===== src/rtl/sync_hex_length_deframer_defines.svh =====
// assertion macros for the sync hex length deframer
// used by the top level only; expects clock and reset in scope
`ifndef SYNC_HEX_LENGTH_DEFRAMER_DEFINES_SVH
`define SYNC_HEX_LENGTH_DEFRAMER_DEFINES_SVH

// checked outside reset
`define SHLD_ASSERT(lbl, prop, msg) \
   lbl: assert property (@(posedge clock) disable iff (reset) prop) else $error(msg);

// checked at every edge, reset included
`define SHLD_ASSERT_ALWAYS(lbl, prop, msg) \
   lbl: assert property (@(posedge clock) prop) else $error(msg);

`endif


===== src/rtl/shld_pkg.sv =====
// shared types, constants and the hex decoder of the sync hex length deframer
// no dependencies
`timescale 1ns / 1ps

package shld_pkg;

   localparam int LENGTH_DIGITS = 4;
   localparam int LEN_W         = 16;
   localparam int DIGIT_CNT_W   = 3;

   localparam logic [7:0] SYNC_FIRST   = 8'h4A;
   localparam logic [7:0] SYNC_SECOND  = 8'h53;
   localparam logic [7:0] CARRIAGE_RET = 8'h0D;

   typedef enum logic [1:0] {
      PHASE_WAIT_J  = 2'd0,
      PHASE_WAIT_S  = 2'd1,
      PHASE_LENGTH  = 2'd2,
      PHASE_PAYLOAD = 2'd3
   } phase_type;

   typedef struct packed {
      logic [7:0]       payload_byte;
      logic             byte_is_last;
      logic             length_error;
      logic [LEN_W-1:0] frame_length;
   } rsp_type;

   typedef struct packed {
      logic main_valid;
      logic skid_valid;
   } buf_status_type;

   // bit 4 set for a hex digit, bits 3:0 its value
   function automatic logic [4:0] hex_decode(logic [7:0] b);
      logic [4:0] r;
      r = 5'd0;
      if (b >= 8'h30 && b <= 8'h39) begin
         r = {1'b1, 4'(b - 8'h30)};
      end else if (b >= 8'h41 && b <= 8'h46) begin
         r = {1'b1, 4'(b - 8'h41 + 8'd10)};
      end else if (b >= 8'h61 && b <= 8'h66) begin
         r = {1'b1, 4'(b - 8'h61 + 8'd10)};
      end
      return r;
   endfunction

endpackage


===== src/rtl/shld_parser.sv =====
// frame parser: sync hunt, hex length digits and payload count
// depends on shld_pkg
`timescale 1ns / 1ps

module shld_parser (
   input  logic               clock,
   input  logic               reset,
   input  logic               in_fire,
   input  logic [7:0]         in_byte,
   output logic               res_valid,
   output shld_pkg::rsp_type  res
);
   import shld_pkg::*;

   phase_type              phase_ff,  phase_in;
   logic [LEN_W-1:0]       length_ff, length_in;
   logic [DIGIT_CNT_W-1:0] digits_ff, digits_in;
   logic [LEN_W-1:0]       count_ff,  count_in;

   logic [4:0]             hex;
   logic [DIGIT_CNT_W-1:0] digits_next;
   logic [LEN_W-1:0]       count_next;
   logic                   is_cr;
   logic                   last;

   assign hex         = hex_decode(in_byte);
   assign digits_next = DIGIT_CNT_W'(digits_ff + DIGIT_CNT_W'(1));
   assign count_next  = LEN_W'(count_ff + LEN_W'(1));
   assign is_cr       = (in_byte == CARRIAGE_RET);
   assign last        = (count_next >= length_ff) || (count_next == '0);

   // next state
   always_comb begin
      phase_in  = phase_ff;
      length_in = length_ff;
      digits_in = digits_ff;
      count_in  = count_ff;
      if (in_fire && !is_cr) begin
         unique case (phase_ff)
            PHASE_WAIT_J: begin
               if (in_byte == SYNC_FIRST) phase_in = PHASE_WAIT_S;
            end
            PHASE_WAIT_S: begin
               if (in_byte == SYNC_SECOND) begin
                  phase_in  = PHASE_LENGTH;
                  length_in = '0;
                  digits_in = '0;
               end else if (in_byte != SYNC_FIRST) begin
                  phase_in = PHASE_WAIT_J;
               end
            end
            PHASE_LENGTH: begin
               if (!hex[4]) begin
                  phase_in  = PHASE_WAIT_J;
                  length_in = '0;
                  digits_in = '0;
                  count_in  = '0;
               end else begin
                  length_in = {length_ff[LEN_W-5:0], hex[3:0]};
                  digits_in = digits_next;
                  if (digits_next >= DIGIT_CNT_W'(LENGTH_DIGITS)) begin
                     phase_in = PHASE_PAYLOAD;
                     count_in = '0;
                  end
               end
            end
            PHASE_PAYLOAD: begin
               if (last) begin
                  phase_in  = PHASE_WAIT_J;
                  length_in = '0;
                  digits_in = '0;
                  count_in  = '0;
               end else begin
                  count_in = count_next;
               end
            end
            default: phase_in = PHASE_WAIT_J;
         endcase
      end
   end

   // result
   always_comb begin
      res_valid        = 1'b0;
      res.payload_byte = '0;
      res.byte_is_last = 1'b0;
      res.length_error = 1'b0;
      res.frame_length = '0;
      if (in_fire && !is_cr) begin
         unique case (phase_ff)
            PHASE_LENGTH: begin
               if (!hex[4]) begin
                  res_valid        = 1'b1;
                  res.length_error = 1'b1;
               end
            end
            PHASE_PAYLOAD: begin
               res_valid        = 1'b1;
               res.payload_byte = in_byte;
               res.byte_is_last = last;
               res.frame_length = length_ff;
            end
            default: res_valid = 1'b0;
         endcase
      end
   end

   always_ff @(posedge clock) begin
      if (reset) begin
         phase_ff  <= PHASE_WAIT_J;
         length_ff <= '0;
         digits_ff <= '0;
         count_ff  <= '0;
      end else begin
         phase_ff  <= phase_in;
         length_ff <= length_in;
         digits_ff <= digits_in;
         count_ff  <= count_in;
      end
   end

endmodule


===== src/rtl/shld_out_buf.sv =====
// two-entry result buffer: output register plus skid register
// depends on shld_pkg
`timescale 1ns / 1ps

module shld_out_buf (
   input  logic                      clock,
   input  logic                      reset,
   input  logic                      push,
   input  shld_pkg::rsp_type         push_data,
   output logic                      full,
   output logic                      out_valid,
   output shld_pkg::rsp_type         out_data,
   input  logic                      out_stall,
   output shld_pkg::buf_status_type  status
);
   import shld_pkg::*;

   logic    main_valid_ff, main_valid_in;
   logic    skid_valid_ff, skid_valid_in;
   rsp_type main_ff, main_in;
   rsp_type skid_ff, skid_in;
   logic    take;

   assign take = main_valid_ff && !out_stall;

   always_comb begin
      main_valid_in = main_valid_ff;
      skid_valid_in = skid_valid_ff;
      main_in       = main_ff;
      skid_in       = skid_ff;
      if (!main_valid_ff || take) begin
         if (skid_valid_ff) begin
            main_in       = skid_ff;
            main_valid_in = 1'b1;
            skid_valid_in = 1'b0;
         end else if (push) begin
            main_in       = push_data;
            main_valid_in = 1'b1;
         end else begin
            main_valid_in = 1'b0;
         end
      end else if (push && !skid_valid_ff) begin
         skid_in       = push_data;
         skid_valid_in = 1'b1;
      end
   end

   always_ff @(posedge clock) begin
      if (reset) begin
         main_valid_ff <= 1'b0;
         skid_valid_ff <= 1'b0;
      end else begin
         main_valid_ff <= main_valid_in;
         skid_valid_ff <= skid_valid_in;
      end
   end

   always_ff @(posedge clock) begin
      main_ff <= main_in;
      skid_ff <= skid_in;
   end

   assign full              = skid_valid_ff;
   assign out_valid         = main_valid_ff;
   assign out_data          = main_ff;
   assign status.main_valid = main_valid_ff;
   assign status.skid_valid = skid_valid_ff;

endmodule


===== src/rtl/sync_hex_length_deframer.sv =====
// top level of the sync hex length deframer
// depends on shld_pkg, shld_parser, shld_out_buf and the assertion macro header
//
// Takes one received byte per cycle while req_stall is low and answers with at most
// one result item per byte, registered in the output buffer: each payload byte of a
// 'J' 'S' <4 hex digits> frame, or an error item when a length character is not hex.
// Carriage returns are dropped everywhere. The frame state updates once per accepted
// byte and the results go through a two-entry output buffer, so req_stall rises only
// when both entries hold results that the consumer has not yet taken.
`timescale 1ns / 1ps
`include "sync_hex_length_deframer_defines.svh"

module sync_hex_length_deframer (
   input  logic        clock,
   input  logic        reset,
   input  logic        req_valid,
   output logic        req_stall,
   input  logic [7:0]  req_rx_byte,
   output logic        rsp_valid,
   input  logic        rsp_stall,
   output logic [7:0]  rsp_payload_byte,
   output logic        rsp_byte_is_last,
   output logic        rsp_length_error,
   output logic [15:0] rsp_frame_length
);
   import shld_pkg::*;

   logic           in_fire;
   logic           res_valid;
   rsp_type        res;
   rsp_type        out_data;
   logic           buf_full;
   buf_status_type buf_status;

   assign in_fire   = req_valid && !req_stall;
   assign req_stall = buf_full;

   shld_parser u_parser (
      .clock     (clock),
      .reset     (reset),
      .in_fire   (in_fire),
      .in_byte   (req_rx_byte),
      .res_valid (res_valid),
      .res       (res)
   );

   shld_out_buf u_out_buf (
      .clock     (clock),
      .reset     (reset),
      .push      (res_valid),
      .push_data (res),
      .full      (buf_full),
      .out_valid (rsp_valid),
      .out_data  (out_data),
      .out_stall (rsp_stall),
      .status    (buf_status)
   );

   assign rsp_payload_byte = out_data.payload_byte;
   assign rsp_byte_is_last = out_data.byte_is_last;
   assign rsp_length_error = out_data.length_error;
   assign rsp_frame_length = out_data.frame_length;

   `SHLD_ASSERT(a_error_item_clean, rsp_valid && rsp_length_error |-> rsp_payload_byte == 8'd0 && !rsp_byte_is_last && rsp_frame_length == 16'd0, "error item carries payload data")
   `SHLD_ASSERT_ALWAYS(a_skid_behind_main, buf_status.skid_valid |-> buf_status.main_valid, "skid entry held without output entry")
   `SHLD_ASSERT(a_skid_fill_stalls, res_valid && rsp_valid && rsp_stall |=> req_stall, "result parked without stalling input")

endmodule


===== config.mk =====
export PLATFORM = sky130hd
export DESIGN_NAME = sync_hex_length_deframer
export DESIGN_NICKNAME = d
export VERILOG_FILES = /design/src/rtl/shld_pkg.sv /design/src/rtl/shld_parser.sv /design/src/rtl/shld_out_buf.sv /design/src/rtl/sync_hex_length_deframer.sv
export VERILOG_INCLUDE_DIRS = /design/src /design/src/rtl
export SDC_FILE = /design/constraint.sdc
export NUM_CORES = 1
export LEC_CHECK = 0
export ABC_AREA = 1
export BUFFER_PORTS_ARGS = -buffer_cell sky130_fd_sc_hd__buf_2
export CORE_MARGIN = 2
export CORE_UTILIZATION = 54
export CTS_CLUSTER_DIAMETER = 60
export DETAILED_ROUTE_END_ITERATION = 8
export PLACE_DENSITY = 0.75
export SLEW_MARGIN = 20
export SYNTH_ARGS = -nofsm -noshare
export SYNTH_HDL_FRONTEND = slang
export SYNTH_SLANG_ARGS = --single-unit

===== constraint.sdc =====
create_clock -name clock -period 2.9 [get_ports clock]
set_input_delay 0.435 -clock clock [delete_from_list [all_inputs] [get_ports clock]]
set_output_delay 0.435 -clock clock [all_outputs]
set_load 0.01 [all_outputs]

-- Word level (Yosys, flattened, before mapping)
Cells that the tools add are included.
- output and inout bits: 28
- bits of input ports: 12
- bits in registers: 91
- reduce and logical (&&, ||, !) cells: 24
- $add $sub $neg: 7
- equality and inequality tests: 12
- mux-type cells: 33
- bitwise logic cells: 1
- $lt $le $gt $ge: 8
- operators with widths (kind ; number):
    two-way mux 16 bit ; 7
    two-way mux 26 bit ; 3
    case mux 16 bit (3 select lines) ; 1
    case mux 16 bit (2 select lines) ; 1
    adder 16 x 1 -> 16 bit, second input constant ; 1
    == test 8 x 7 -> 1 bit, second input constant ; 2
    greater-or-equal comparator 16 bit ; 1
    greater-or-equal comparator 8 x 7 -> 1 bit, second input constant ; 2
    <= comparator 8 x 7 -> 1 bit, second input constant ; 2
    logical NOT 16 bit ; 1
    two-way mux 5 bit ; 3
    two-way mux 2 bit ; 6
    subtractor 4 x 1 -> 4 bit, second input constant ; 3
    two-way mux 3 bit ; 3
    two-way mux 9 bit ; 1
    case mux 3 bit (3 select lines) ; 1
    adder 4 bit, second input constant ; 2
    == test 8 x 4 -> 1 bit, second input constant ; 1
    greater-or-equal comparator 8 x 6 -> 1 bit, second input constant ; 1
    <= comparator 8 x 6 -> 1 bit, second input constant ; 1
    != test 8 x 7 -> 1 bit, second input constant ; 1
    case mux 2 bit (4 select lines) ; 1
    logical AND 1 bit ; 7
    != test 2 x 1 -> 1 bit, second input constant ; 3
    19 further kinds ; 30

-- Depth between registers and ports, before layout
- word-level depth: 10
- depth in mapped cells: 21

-- By module
From an unflattened synthesis, not the netlist that was laid out.
- cell total of the unflattened synthesis: 647
- area, all modules: 5098.6 um^2
- by module, submodules not included (module ; instances ; cells each ; seq. area each (um^2) ; area an instance (um^2)):
    shld_parser ; 1 ; 496 ; 740.7 ; 2950.3
    shld_out_buf ; 1 ; 149 ; 1601.5 ; 2138.3
    sync_hex_length_deframer ; 1 ; 2 ; 0.0 ; 10.0

-- Worst setup path after synthesis
OpenSTA, ideal clock, no wires.
- kind: input -> register
- start: input req_rx_byte[0]
- end: register u_out_buf.main_ff, in the netlist u_out_buf.out_data[0] (enable)
- arrival: 2.686 ns
- library setup time: 0.418 ns
- stages on the path: 9
- data required time: 2.482 ns
- slack: -0.204 ns
- buffers on the path: 0
- cell sequence: inv_1 > ha_1 > o21ai_0 > nand2_1 > nand2_1 > nand2_1 > nand2_1 > a21oi_1 > a21oi_1
- longest elaborated chain between the ends: 10
- elaborated cells between the ends (all ways): 20
- those cells by class: 6 x order compare; 1 x eq/ne; 6 x mux; 7 x reduce/logical
- ends and longest elaborated chain (item ; line ; RTL):
    start, declared ; sync_hex_length_deframer.sv:18 ; input logic [7:0] req_rx_byte,
    greater-or-equal comparator 8 x 7 -> 1 bit or <= comparator 8 x 7 -> 1 bit (tied branches) ; shld_pkg.sv:42 ; end else if (b >= 8'h61 && b <= 8'h66) begin
    logical AND 1 bit ; shld_pkg.sv:42 ;
    two-way mux 5 bit ; shld_pkg.sv:42 ;
    two-way mux 5 bit ; shld_pkg.sv:40 ; end else if (b >= 8'h41 && b <= 8'h46) begin
    two-way mux 5 bit ; shld_pkg.sv:38 ; if (b >= 8'h30 && b <= 8'h39) begin
    two-way mux 1 bit ; shld_parser.sv:92 ; if (!hex[4]) begin
    case mux 1 bit (2 select lines) ; shld_parser.sv:90 ; unique case (phase_ff)
    two-way mux 1 bit * ; shld_parser.sv:89 ; if (in_fire && !is_cr) begin
    nonzero test 2 bit (no line) * ; - ;
    AND reduction 2 bit (no line) * ; - ;
    end signal, assigned ; shld_out_buf.sv:59 ; main_ff <= main_in;
    end, declared ; shld_out_buf.sv:20 ; rsp_type main_ff, main_in;
Mark *: on every way between the ends. The rest lies on a longest branch, timed or not.
A chain may end at the register's enable or synchronous reset.

-- Worst setup path in the final report
- start: register u_parser.count_ff[2]
- end: register u_parser.length_ff[4]
- longest elaborated chain between the ends: 5
- elaborated cells between the ends (all ways): 6
- those cells by class: 1 x add/sub; 1 x order compare; 1 x eq/ne; 3 x reduce/logical
- ends and longest elaborated chain (item ; line ; RTL):
    start, declared ; shld_parser.sv:18 ; logic [LEN_W-1:0] count_ff, count_in;
    start signal, assigned ; shld_parser.sv:118 ; count_ff <= count_in;
    adder 16 x 1 -> 16 bit * ; shld_parser.sv:28 ; assign count_next = LEN_W'(count_ff + LEN_W'(1));
    greater-or-equal comparator 16 bit or logical NOT 16 bit (tied branches) ; shld_parser.sv:30 ; assign last = (count_next >= length_ff) || (count_next == '0);
    logical OR 1 bit * ; shld_parser.sv:30 ;
    != test 2 x 1 -> 1 bit (no line) * ; - ;
    AND reduction 4 bit (no line) * ; - ;
    end signal, assigned ; shld_parser.sv:116 ; length_ff <= length_in;
    end, declared ; shld_parser.sv:16 ; logic [LEN_W-1:0] length_ff, length_in;
Marked as above.

==> flow_metrics.tcl <==
set metrics [dict create \
    synth_cells 633 \
    drc 0 \
    dp_cells 773 \
    tightestPinTransition_ns 0.6381 \
    critPathKind "reg2reg" \
    max_freq_mhz 365.2 \
    r2r_end "u_parser.length_ff[4]" \
    hp-class "in2reg" \
    skew_ns 0.01804 \
    crit_end "u_parser.length_ff[4]" \
    die_area_um2 9806 \
    grtUsageMet2_pct 33.11 \
    synthFlopType "edfxtp_1" \
    ir_drop_v 0.0002614 \
    area_growth_pct 15.11 \
    hold_violations 0 \
    avgRoutedWirePerCell_um 13.18 \
    cts_inserted_buffers 9 \
    synth_common_cells "168 x nand2_1, 110 x nor2_1, 68 x inv_1, 52 x edfxtp_1, 39 x dfxtp_1" \
    vias 4195 \
    critPathLaunch "u_parser.count_ff[2]" \
    start_kind "register" \
    synth_top_area_share_pct 32.02 \
    finalCritPeriodShare_pct 94.42 \
    rr_startpoint "u_parser.count_ff[2]" \
    ys_ff_latch 91 \
    grt.met1_usage_pct 30.11 \
    antennaDiodeCount 0 \
    viasPerCell 5.283 \
    cts-root-buf "clkbuf_8" \
    coreArea_um2 8721 \
    hold-worst-slack_ns 0.4256 \
    fin_cells 794 \
    yosys-top-cells-area "edfxtp_1 32%, dfxtp_1 16%, nand2_1 13%, nor2_1 8.5%, ha_1 5.9%" \
    grt_busiest_layer "met2" \
    nets 716 \
    yosysWarningCount 0 \
    yosysMostFrequentCell "nand2_1" \
    synth_largest_area_cell "edfxtp_1" \
    core.rowCount 34 \
    worstRegToRegCells 19 \
    path_max_fanout 19 \
    overflow 0 \
    critPathCaptureType "register" \
    gp_congestion 0.9279 \
    initial_core_util_pct 55.91 \
    cts_max_level 3 \
    use_met3_pct 2.766 \
    maxSlewHeadroom_pct 57.41 \
    setup_viol 0 \
    fillers 718 \
    clk_pin_slew_ns 0.10 \
    die_h_um 99.03 \
    antenna_left 0 \
    drt_wl_total_um 10470 \
    p_per_area_nw_per_um2 485.4 \
    maxCapViolCount 0 \
    antenna_found_initial 0 \
    grt_start_max_net_pins 51 \
    synth_area_um2 4876 \
    drive_gt1_share_pct 17.20 \
    grtUsageTotal_pct 20.87 \
    dieWidth_um 99.03 \
    port_buffers 39 \
    syn_nets 668 \
    reg2reg_setup_slack_ns 0.16 \
    yosysSeqAreaShare_pct 48.04 \
    grt_pass1_vias 3692 \
    pin_count 40 \
    clockBufferDepth 2 \
    status "finished clean" \
    first_pass_iters 4 \
    yosysUniqueCellTypes 34 \
    clock-sinks 91 \
    p_leak_nw 2.292 \
    cts_tree "done" \
    cp.arrival_ns 3.00 \
    synth-edff-count 52 \
    clock_latency_ns 0.36 \
    async_reset_ff_share_pct 0 \
    cp.required_ns 3.16 \
    min_period_ns 2.738 \
    slew_violations 0 \
    syn_avg_cell_area_um2 7.703 \
    first_iter_violations 214 \
    dpl.hpwl_um 7350 \
    grt_pass1_wl_um 16850 \
]
-- where the power goes --
group	internal, W	switching [W]	total [W]
Clock	0.000496	0.000478	0.000974
Sequential	0.00139	0.0000298	0.00142
Combinational	0.000108	0.000220	0.000328
Total	0.00200	0.000728	0.00272
-- kinds of logic after synthesis --
group / Yosys count / share of synthesized area, %
xor+xnor: 2 / 0.3593
simple gates: 349 / 29.87
fa+ha+maj: 23 / 5.902
buf+inv: 93 / 7.826
flops: 91 / 48.04
compound gates: 75 / 8.006
-- metal layers --
metal	wire length (µm)	part of all wire, %	vias up
li1	-	-	2129
met1	4751	45	1929
met2	5030	48	125
met3	562	5.4	12
met4	121	1.2	0
met5	0	0	-
-- critical path: stages (launching register included) --
cell and delay (ns):
dfxtp_4 0.39, nand2_1 0.09, nor2_2 0.15, nand2_2 0.10
nor2_2 0.11, nand2_1 0.06, nand2_1 0.10, inv_1 0.06
ha_1 0.30, a21oi_1 0.14, o21ai_0 0.09, a21oi_1 0.14
nand2_1 0.11, nor2_4 0.16, nand3_4 0.13, buf_12 0.17
nand2_4 0.07, inv_6 0.07, nor2_1 0.13, nor2_1 0.05
-- what timing repair did --
action / in CTS / in global routing
pin swaps: 0 / 6
buffers inserted: 0 / 4
endpoints found under the setup margin: 19 / 36
resized for setup: 2 / 32
hold buffers: 0 / 0
gates cloned: 0 / 1
-- registers in the layout, summed over array words and instances (netlist names) --
| name | count |
|---|---|
| u_out_buf.full | 1 |
| u_out_buf.out_data | 26 |
| u_out_buf.out_valid | 1 |
| u_out_buf.skid_ff | 26 |
| u_parser.count_ff | 16 |
| u_parser.digits_ff | 3 |
| u_parser.length_ff | 16 |
| u_parser.phase_ff | 2 |
-- how the worst min path moves through the flow --
| stage | startpoint | to | slack [ns] | depth (start not counted) |
|---|---|---|---|---|
| finish | rsp_stall | u_out_buf.full | 0.43 | 3 |
| global route | req_rx_byte[7] | u_out_buf.skid_ff[25] | 0.44 | 3 |
| CTS | rsp_stall | u_out_buf.full | 0.41 | 3 |
| detailed placement | u_parser.length_ff[15] | u_parser.length_ff[15] | 0.47 | 2 |
| global placement | u_parser.length_ff[15] | u_parser.length_ff[15] | 0.45 | 2 |
| floorplan | u_parser.length_ff[15] | u_parser.length_ff[15] | 0.44 | 2 |
-- area by class of cell --
cell class / instances / area (µm²) / area share, %
Sequential cell: 91 / 2366 / 42.15
Multi-Input combinational cell: 449 / 2230 / 39.72
Timing Repair Buffer: 58 / 384.1 / 6.844
Inverter: 72 / 275.3 / 4.904
Tap cell: 108 / 135.1 / 2.407
Clock buffer: 10 / 127.6 / 2.274
Clock inverter: 6 / 95.09 / 1.694
-- cell usage in the layout, fill, tap and decap left out, drive strengths merged, types with 3 or more instances in the layout --
| cell | Yosys | final |
|---|---|---|
| o21ai | 39 | 39 |
| a21oi | 30 | 30 |
| nand3b | 3 | 3 |
| inv | 72 | 74 |
| nand4 | 8 | 8 |
| nor2 | 118 | 118 |
| nand2 | 171 | 171 |
| edfxtp | 52 | 52 |
| nor3 | 7 | 7 |
| nand3 | 38 | 38 |
| clkbuf | 12 | 11 |
| ha | 23 | 23 |
| buf | 9 | 57 |
| dfxtp | 39 | 39 |
-- metrics by stage --
stage | area (µm²) | setup TNS (ns) | total power [W] | setup WS [ns] | utilization [%]
floorplan | 4880 | 0 | 0.001671 | 0.05095 | -
global placement | 5241 | 0 | 0.001747 | 0.1157 | 60.10
detailed placement | 5241 | -0.06667 | 0.001758 | -0.01315 | 60.10
CTS | 5468 | 0 | 0.002711 | 0.03166 | 62.70
global route | 5613 | -0.3066 | 0.002824 | -0.03934 | 64.36
finish | 5613 | 0 | 0.002724 | 0.1619 | 64.36
No activity file was read; power rests on OpenSTA's default activity.
